--- config.mk ---
export PLATFORM = sky130hd
export DESIGN_NAME = preemptive_priority_scheduler
export DESIGN_NICKNAME = d
export VERILOG_FILES = /design/src/sv/pps_pkg.sv /design/src/sv/preemptive_priority_scheduler.sv /design/src/sv/pps_cell.sv
export SDC_FILE = /design/constraint.sdc
export NUM_CORES = 2
export LEC_CHECK = 0
export ABC_AREA = 1
export ABC_CLOCK_PERIOD_IN_PS = 16600
export BUFFER_PORTS_ARGS = -buffer_cell sky130_fd_sc_hd__buf_2
export CAP_MARGIN = 20
export CORE_MARGIN = 2
export CORE_UTILIZATION = 35
export CTS_CLUSTER_SIZE = 8
export DETAILED_ROUTE_END_ITERATION = 8
export MAX_ROUTING_LAYER = met4
export PLACE_DENSITY = 0.51
export SLEW_MARGIN = 0
export SYNTH_ARGS = -nofsm -noshare
export SYNTH_HDL_FRONTEND = slang
export SYNTH_HIERARCHICAL = 1
export SYNTH_SLANG_ARGS = --single-unit
--- constraint.sdc ---
create_clock -name clk -period 16.6 [get_ports clk]
set_clock_uncertainty 0.2 [all_clocks]
set_input_delay 0.83 -clock clk [delete_from_list [all_inputs] [get_ports clk]]
set_output_delay 0.83 -clock clk [all_outputs]
set_load 0.01 [all_outputs]
--- src/sv/pps_pkg.sv ---
package pps_pkg;

  // time counter width and its saturation point
  localparam int unsigned TIME_W = 21;
  localparam logic [TIME_W-1:0] TIME_MAX = 21'h1F_FFFF;

  // action codes of an input word
  typedef enum logic [1:0] {
    ACT_LOAD    = 2'd0,
    ACT_TICK    = 2'd1,
    ACT_RESTART = 2'd2
  } action_t;

  // input word
  typedef struct packed {
    logic [1:0]  action;
    logic [3:0]  entry_index;
    logic [15:0] arrival_time;
    logic [15:0] burst_time;
    logic [7:0]  priority_req;
  } in_item_t;

  // result word
  typedef struct packed {
    logic              ran_valid;
    logic [3:0]        ran_index;
    logic              finished;
    logic [TIME_W-1:0] turnaround;
    logic [TIME_W-1:0] waiting;
    logic              all_done;
  } out_item_t;

  // best candidate so far, handed from cell to cell during a scan
  typedef struct packed {
    logic        found;
    logic [7:0]  pri;
    logic [15:0] arrival;
    logic [15:0] burst;
    logic        last;   // candidate has one tick of service left
    logic [1:0]  cnt;    // pending entries seen, saturating at two
  } scan_token_t;

  // per-cycle commands broadcast to every cell
  typedef struct packed {
    logic load;
    logic restart;
    logic upd;
  } cell_ctrl_t;

endpackage

--- src/sv/preemptive_priority_scheduler.sv ---
// a tick word's result word is registered after its candidate token has walked
//   the row of entry cells one cell per cycle; busy is high meanwhile, so no new
//   word is accepted until the scan is through
// load and restart words give no result and keep busy low
// reset clears time, completion marks and process count; entry fields start undefined
// results are strobed on out_valid for one cycle and the receiver cannot stall
module preemptive_priority_scheduler #(
  parameter int MAX_TASKS = 16
) (
  input  logic                clk,
  input  logic                rst_n,
  input  logic                start,
  output logic                busy,
  input  pps_pkg::in_item_t   in_data,
  output logic                out_valid,
  output pps_pkg::out_item_t  out_data,
  input  logic                cfg_we,
  input  logic [4:0]          cfg_wdata
);

  localparam int IDX_W = $clog2(MAX_TASKS);

  typedef enum logic [1:0] {
    ST_IDLE = 2'b01,
    ST_SCAN = 2'b10
  } state_t;

  state_t                      state_r;
  state_t                      state_nxt;
  logic [4:0]                  pc_r;
  logic [pps_pkg::TIME_W-1:0]  time_r;
  logic [pps_pkg::TIME_W-1:0]  time_nxt;
  logic [pps_pkg::TIME_W-1:0]  time_inc;
  logic [pps_pkg::TIME_W-1:0]  ta;
  logic [pps_pkg::TIME_W-1:0]  wt;
  logic                        out_valid_r;
  pps_pkg::out_item_t          out_data_r;
  pps_pkg::out_item_t          out_nxt;
  logic                        accept;
  logic                        go;
  pps_pkg::cell_ctrl_t         ctrl;
  logic                        tail_valid;
  pps_pkg::scan_token_t        tail_tok;
  logic [IDX_W-1:0]            tail_idx;

  logic                        chain_valid [MAX_TASKS+1];
  pps_pkg::scan_token_t        chain_tok   [MAX_TASKS+1];
  logic [IDX_W-1:0]            chain_idx   [MAX_TASKS+1];

  assign busy   = (state_r == ST_SCAN);
  assign accept = start && !busy;
  assign go     = accept && (in_data.action == pps_pkg::ACT_TICK);

  // commands to the cells
  always_comb begin
    ctrl.load    = accept && (in_data.action == pps_pkg::ACT_LOAD);
    ctrl.restart = accept && (in_data.action == pps_pkg::ACT_RESTART);
    ctrl.upd     = tail_valid && tail_tok.found;
  end

  // head of the chain: empty candidate
  assign chain_valid[0] = go;
  assign chain_tok[0]   = '0;
  assign chain_idx[0]   = '0;

  // row of entry cells
  for (genvar i = 0; i < MAX_TASKS; i++) begin : g_cell
    pps_cell #(
      .POS   (i),
      .IDX_W (IDX_W)
    ) u_cell (
      .clk           (clk),
      .rst_n         (rst_n),
      .ctrl          (ctrl),
      .item          (in_data),
      .upd_idx       (tail_idx),
      .pc            (pc_r),
      .cur_time      (time_r),
      .tok_in_valid  (chain_valid[i]),
      .tok_in        (chain_tok[i]),
      .idx_in        (chain_idx[i]),
      .tok_out_valid (chain_valid[i+1]),
      .tok_out       (chain_tok[i+1]),
      .idx_out       (chain_idx[i+1])
    );
  end

  assign tail_valid = chain_valid[MAX_TASKS];
  assign tail_tok   = chain_tok[MAX_TASKS];
  assign tail_idx   = chain_idx[MAX_TASKS];

  // sequencer
  always_comb begin
    state_nxt = state_r;
    unique case (state_r)
      ST_IDLE: begin
        if (go) begin
          state_nxt = ST_SCAN;
        end
      end
      ST_SCAN: begin
        if (tail_valid) begin
          state_nxt = ST_IDLE;
        end
      end
      default: state_nxt = ST_IDLE;
    endcase
  end

  // turnaround and waiting of a finishing task
  assign time_inc = (time_r == pps_pkg::TIME_MAX) ? time_r : time_r + 21'd1;
  assign ta = (time_inc >= 21'(tail_tok.arrival)) ? time_inc - 21'(tail_tok.arrival) : '0;
  assign wt = (ta >= 21'(tail_tok.burst)) ? ta - 21'(tail_tok.burst) : '0;

  // result word and time update at the end of a scan
  always_comb begin
    out_nxt  = '0;
    time_nxt = time_r;
    if (tail_tok.cnt == 2'd0) begin
      out_nxt.all_done = 1'b1;
    end else begin
      time_nxt = time_inc;
      if (tail_tok.found) begin
        out_nxt.ran_valid = 1'b1;
        out_nxt.ran_index = 4'(tail_idx);
        out_nxt.finished  = tail_tok.last;
        if (tail_tok.last) begin
          out_nxt.turnaround = ta;
          out_nxt.waiting    = wt;
        end
        out_nxt.all_done = (tail_tok.cnt == 2'd1) && tail_tok.last;
      end
    end
  end

  always_ff @(posedge clk) begin
    if (!rst_n) begin
      state_r     <= ST_IDLE;
      pc_r        <= '0;
      time_r      <= '0;
      out_valid_r <= 1'b0;
    end else begin
      state_r     <= state_nxt;
      out_valid_r <= tail_valid;
      if (cfg_we) begin
        pc_r <= cfg_wdata;
      end
      if (ctrl.restart) begin
        time_r <= '0;
      end else if (tail_valid) begin
        time_r <= time_nxt;
      end
    end
  end

  always_ff @(posedge clk) begin
    if (tail_valid) begin
      out_data_r <= out_nxt;
    end
  end

  assign out_valid = out_valid_r;
  assign out_data  = out_data_r;

  // checks
  a_out_after_scan: assert property (@(posedge clk) disable iff (!rst_n)
    out_valid_r |-> $past(state_r == ST_SCAN))
    else $error("result word without a scan");

  a_tail_in_scan: assert property (@(posedge clk) disable iff (!rst_n)
    tail_valid |-> (state_r == ST_SCAN))
    else $error("token reached the end outside a scan");

  a_finish_ran: assert property (@(posedge clk) disable iff (!rst_n)
    (out_valid_r && out_data_r.finished) |-> out_data_r.ran_valid)
    else $error("finish reported for an idle tick");

  a_idle_holds_time: assert property (@(posedge clk) disable iff (!rst_n)
    (out_valid_r && out_data_r.all_done && !out_data_r.ran_valid)
      |-> (time_r == $past(time_r)))
    else $error("time moved on a tick with nothing pending");

endmodule

--- src/sv/pps_cell.sv ---
module pps_cell #(
  parameter int POS   = 0,
  parameter int IDX_W = 4
) (
  input  logic                          clk,
  input  logic                          rst_n,
  input  pps_pkg::cell_ctrl_t           ctrl,
  input  pps_pkg::in_item_t             item,
  input  logic [IDX_W-1:0]              upd_idx,
  input  logic [4:0]                    pc,
  input  logic [pps_pkg::TIME_W-1:0]    cur_time,
  input  logic                          tok_in_valid,
  input  pps_pkg::scan_token_t          tok_in,
  input  logic [IDX_W-1:0]              idx_in,
  output logic                          tok_out_valid,
  output pps_pkg::scan_token_t          tok_out,
  output logic [IDX_W-1:0]              idx_out
);

  logic [15:0]          arr_r;
  logic [15:0]          bur_r;
  logic [7:0]           pri_r;
  logic [15:0]          rem_r;
  logic                 done_r;
  logic                 tok_valid_r;
  pps_pkg::scan_token_t tok_r;
  pps_pkg::scan_token_t tok_nxt;
  logic [IDX_W-1:0]     idx_r;
  logic [IDX_W-1:0]     idx_nxt;
  logic                 pending;
  logic                 ready;
  logic                 take;
  logic                 sel_load;
  logic                 sel_upd;

  assign sel_load = ctrl.load && (int'(item.entry_index) == POS);
  assign sel_upd  = ctrl.upd && (upd_idx == IDX_W'(POS));

  // entry takes part, is unfinished and has arrived
  assign pending = !done_r && (rem_r != 16'd0) && (POS < int'(pc));
  assign ready   = pending && ({5'd0, arr_r} <= cur_time);
  assign take    = ready && (!tok_in.found || (pri_r < tok_in.pri));

  // fold this entry into the passing candidate
  always_comb begin
    tok_nxt = tok_in;
    idx_nxt = idx_in;
    if (pending && (tok_in.cnt != 2'd2)) begin
      tok_nxt.cnt = tok_in.cnt + 2'd1;
    end
    if (take) begin
      tok_nxt.found   = 1'b1;
      tok_nxt.pri     = pri_r;
      tok_nxt.arrival = arr_r;
      tok_nxt.burst   = bur_r;
      tok_nxt.last    = (rem_r == 16'd1);
      idx_nxt         = IDX_W'(POS);
    end
  end

  // entry fields
  always_ff @(posedge clk) begin
    if (sel_load) begin
      arr_r <= item.arrival_time;
      bur_r <= item.burst_time;
      pri_r <= item.priority_req;
    end
    if (ctrl.restart) begin
      rem_r <= bur_r;
    end else if (sel_upd) begin
      rem_r <= rem_r - 16'd1;
    end
  end

  // completion mark
  always_ff @(posedge clk) begin
    if (!rst_n) begin
      done_r <= 1'b0;
    end else if (ctrl.restart) begin
      done_r <= 1'b0;
    end else if (sel_upd && (rem_r == 16'd1)) begin
      done_r <= 1'b1;
    end
  end

  // token stage toward the next cell
  always_ff @(posedge clk) begin
    if (!rst_n) begin
      tok_valid_r <= 1'b0;
    end else begin
      tok_valid_r <= tok_in_valid;
    end
  end

  always_ff @(posedge clk) begin
    if (tok_in_valid) begin
      tok_r <= tok_nxt;
      idx_r <= idx_nxt;
    end
  end

  assign tok_out_valid = tok_valid_r;
  assign tok_out       = tok_r;
  assign idx_out       = idx_r;

endmodule
Word level (Yosys, flattened, before mapping)
Cells that the tools add are included.

word-level totals
  register bits = 1751
  bits of input ports = 55
  output and inout port bits = 51
  word-level logic and storage cells = 666

cells by class
  add/subtract/negate cells = 34
  order comparisons = 49
  eq/ne operators = 69
  muxes and demuxes = 72
  bitwise logic cells = 5
  reduce and logical (&&, ||, !) cells = 221

operators by type and width
  kind                   number
  $mux 41                14
  $mux 16                32
  $le 16x21->1           16
  $eq 16x1->1 const B    16
  $reduce_bool 16->1     16
  $sub 16x1->16 const B  16
  $logic_and 1x1->1      132
  $lt 8x8->1             15
  $mux 42                2
  $eq 4x4->1 const B     16
  $mux 21                3
  $mux 49                1
  $ge 21x16->1           2
  $sub 21x16->21         2
  $lt 4x5->1 const A     8
  $mux 2                 17
  $mux 33                1
  $eq 4x3->1 const B     8
  $logic_not 1->1        32
  $reduce_bool 2->1      16
  $add 2x1->2 const B    15
  $ne 2x2->1 const B     15
  $add 21x1->21 const B  1
  $eq 21x21->1 const B   1
  18 further kinds       53

Depth between registers and ports, before layout
  depth in word-level cells = 8
  depth in mapped cells = 39
  depth with buffers taken out = 38

Hierarchy
Netlist, hierarchy kept.

by module, submodules not included
  module                             instances  cells an instance  area each (um^2)
  pps_cell at g_cell[12].u_cell ...  2          510                5187.5
  preemptive_priority_scheduler      1          788                5676.7
  pps_cell at g_cell[5].u_cell       1          523                5250.0
  pps_cell at g_cell[7].u_cell       1          518                5238.8
  pps_cell at g_cell[3].u_cell       1          507                5218.8
  pps_cell at g_cell[10].u_cell      1          510                5213.8
  pps_cell at g_cell[8].u_cell       1          511                5211.2
  pps_cell at g_cell[11].u_cell      1          512                5193.7
  pps_cell at g_cell[15].u_cell      1          498                5187.5
  pps_cell at g_cell[6].u_cell       1          510                5186.2
  pps_cell at g_cell[2].u_cell       1          504                5185.0
  pps_cell at g_cell[0].u_cell       1          504                5182.5
  pps_cell at g_cell[13].u_cell      1          501                5182.5
  pps_cell at g_cell[4].u_cell       1          508                5181.2
  +2 rows                            --         --                 --

Least setup slack after synthesis
Ideal clock, no wire load.

  kind = input-to-reg
  from = input port start
  to = register g_cell[3].u_cell.arr_r[0] (enable)
  arrival time = 5.780 ns
  path slack = 10.079 ns
  stages = 4
  cells stage by stage = o21ai_0 nor3_1 inv_1 nor4_1

RTL lines
  element               line                                 text
  from (decl)           preemptive_priority_scheduler.sv:12  input logic start,
  to (signal assigned)  pps_cell.sv:64                       arr_r <= item.arrival_time;
  to (decl)             pps_cell.sv:20                       logic [15:0] arr_r;

Final worst setup path
  from = register time_r[17] (netlist name)
  to = register out_data_r, in the netlist out_data[19], data pin

on the way
  cells in the longest elaborated chain, start to end = 7

RTL lines
  element                                         line                                  text
  from (decl)                                     preemptive_priority_scheduler.sv:31   logic [pps_pkg::TIME_W-1:0] time_r;
  from (signal assigned)                          preemptive_priority_scheduler.sv:151  time_r <= time_nxt;
  $eq 21x21->1 *                                  preemptive_priority_scheduler.sv:111  assign time_inc = (time_r == pps_pkg::TIME_MAX) ? time_r : time_r + 21'd1;
  $mux 21 *                                       preemptive_priority_scheduler.sv:111
  named net time_inc, one bit                     preemptive_priority_scheduler.sv:33   logic [pps_pkg::TIME_W-1:0] time_inc;
  $sub 21x16->21 or $ge 21x16->1 (tied branches)  preemptive_priority_scheduler.sv:112  assign ta = (time_inc >= 21'(tail_tok.arrival)) ? time_inc - 21'(tail_tok.arrival) : '0;
  $mux 21 *                                       preemptive_priority_scheduler.sv:112
  $ge 21x16->1                                    preemptive_priority_scheduler.sv:113  assign wt = (ta >= 21'(tail_tok.burst)) ? ta - 21'(tail_tok.burst) : '0;
  $not 1->1 (no source line)                      --
  $reduce_or 4->1 (no source line)                --
  to (signal assigned)                            preemptive_priority_scheduler.sv:158  out_data_r <= out_nxt;
  to (decl)                                       preemptive_priority_scheduler.sv:37   pps_pkg::out_item_t out_data_r;

The timed path passes the listed nets; every way through them passes the cells marked *.
A chain may end at the register's enable or synchronous reset.

==> impl_metrics.json <==
{
  "drc_errors": 0,
  "status": "finished, violations left",
  "clk_latency_ns": 0.89,
  "ctsResizeCount": 0,
  "tightest_slew_ns": 1.76,
  "crit_type": "flop to flop",
  "grt_pass1_vias": 62800,
  "wire_per_inst_um": 22.0,
  "root_buffer": "clkbuf_16",
  "p_per_area_nw_per_um2": 100,
  "num_vias": 64200,
  "rr_worst_depth": 31,
  "netlist_instances": 8888,
  "drtIter0Drc": 5712,
  "crit_path_start_kind": "flop",
  "die_height_um": 507,
  "fin_nets": 9598,
  "die_area_sq_um": 257000,
  "cp.arrival_ns": 7.42,
  "first_pass_iters": 7,
  "final_util_pct": 39.7,
  "slew_viol_final": 43,
  "cts.clk_slew.worst_paths_ns": 0.06,
  "core_sq_um": 251000,
  "crit_required_ns": 17.01,
  "synthToLayoutAreaGrowth_pct": 12.7,
  "dp_hpwl_mm": 187,
  "drive_gt1_share_pct": 7.90,
  "crit_cells": 31,
  "grt_max_degree": 85,
  "grt_pass1_wl_mm": 409,
  "routed_wl_mm": 278,
  "worstHoldPathCells": 3,
  "ant_nets": 0,
  "gp_congestion": 0.922,
  "syn_area_sq_um": 88500,
  "critPathBufInv": 4,
  "vdd_drop_max_uv": 97.3,
  "numCtsBuffers": 241,
  "clock.fmax_mhz": 143,
  "finalSetupViolCount": 0,
  "hold_viol": 0,
  "rsz0062_at_grt": "false",
  "cpPeakStageDelay_ns": 0.86,
  "slew_headroom_pct": -17.7,
  "crit_family": "compound AO/OA/AOI/OAI gates",
  "maxCapViolCount": 0,
  "rows": 184,
  "period_minus_slack_ns": 7.01,
  "grt_overflow_total": 0,
  "cts_max_level": 4,
  "grtUsageTotal_pct": 21.9,
  "clockBufferDepth": 3,
  "io_buffers": 105,
  "cts.sinks": 1766,
  "timing.setup.tns_ns": 0,
  "cts_tree": "done",
  "die_w_um": 507,
  "start_util_pct": 35.2,
  "worstPathMaxFanout": 31,
  "ys_warn_count": 6,
  "power_mw": 10.0,
  "hold_path.class": "input pin to flop",
  "viasPerCell": 5.08,
  "violations": "slew limit",
  "power_leakage_nw": 40.1,
  "cpMostUsedCell": "a21oi_1",
  "ioPinCount": 106,
  "finalCritPeriodShare_pct": 42.2,
  "antenna_found_initial": 28,
  "place_ws_ns": 9.57,
  "avgSynthCellArea_sq_um": 9.95,
  "fin_ws_ns": 9.59,
  "slowest_stage": "dfxtp_1",
  "worstSetupEndpointType": "flop"
}
layer usage:
metal  track usage [%]  vias to the layer above  share of wire (%)
li1                  -                    30600                  -
met5                 -                        -                  0
met1              28.0                    31200                 43
met2              36.3                     1938                 49
met3              2.54                      480                5.2
met4              6.88                        0                3.2
timing repair:
action                                 CTS  global route
hold buffers                             5             0
endpoints found under the hold margin    5             0
buffers inserted                         0             0
stage by stage:
step	hold slack [ns]	instances	area, sq um
2_1_floorplan	0.225	8945	88700
3_3_place_gp	0.237	12200	92500
3_5_place_dp	0.240	12200	92500
4_1_cts	0.0178	12600	99600
5_1_grt	0.0842	12600	99700
6_report	0.0904	12600	99700
sequential cells by signal (all words and copies together), names as in the netlist, 21 cells and up:
register	flops
g_cell.u_cell/bur_r	256
g_cell.u_cell/rem_r	256
time_r	21
g_cell.u_cell/idx_out	64
g_cell.u_cell/arr_r	256
g_cell.u_cell/tok_out	696
g_cell.u_cell/pri_r	128
out_data	49
report_power, final:
group | internal [mW] | total [mW] | switching (mW)
Sequential | 4.92 | 4.95 | 0.0273
Clock | 2.74 | 4.65 | 1.91
Combinational | 0.0835 | 0.401 | 0.317
final cells by class:
cell class / instances / area (sq um)
Sequential cell: 1766 / 52400
Tap cell: 3348 / 4190
Clock inverter: 12 / 230
Antenna cell: 8 / 20.0
Clock buffer: 412 / 6800
Inverter: 1113 / 4190
Timing Repair Buffer: 223 / 1540
Fill cell: 24600 / 152000
Multi-Input combinational cell: 5747 / 30300
worst register-to-register path: cells and delay by family, from the launching register on:
kind	cells	cell delay, ns
DFF	1	0.86
adders and majority gates	3	0.74
buffers and inverters	4	0.68
and+or+nand+nor	14	2.02
AOI/OAI and AO/OA	9	2.11
xor gates and xnor gates	1	0.16
placed cells by master (no fill, tap or decap), drive strengths merged, types with 7 or more instances in the layout:
cell type,instances
nand2,2754
ha,449
xor2,122
clkinv,9
a31oi,67
xnor2,21
nand4,691
dfxtp,61
conb,58
clkbuf,412
nor3,90
diode,8
o21ai,261
edfxtp,1705
inv,1116
nor4,25
nand3,210
o21a,16
buf,218
nor2,664
and2,7
or2,52
a21oi,220
a21o,17
worst paths after layout:
path                            start                       end  slack, ns
max                        time_r[17]              out_data[19]       9.59
min                            cfg_we                   pc_r[4]       0.09
max reg2reg                time_r[17]              out_data[19]       9.59
min reg2reg  g_cell[11].u_cell/done_r  g_cell[11].u_cell/done_r       0.25
No activity file was read; power rests on OpenSTA's default activity.
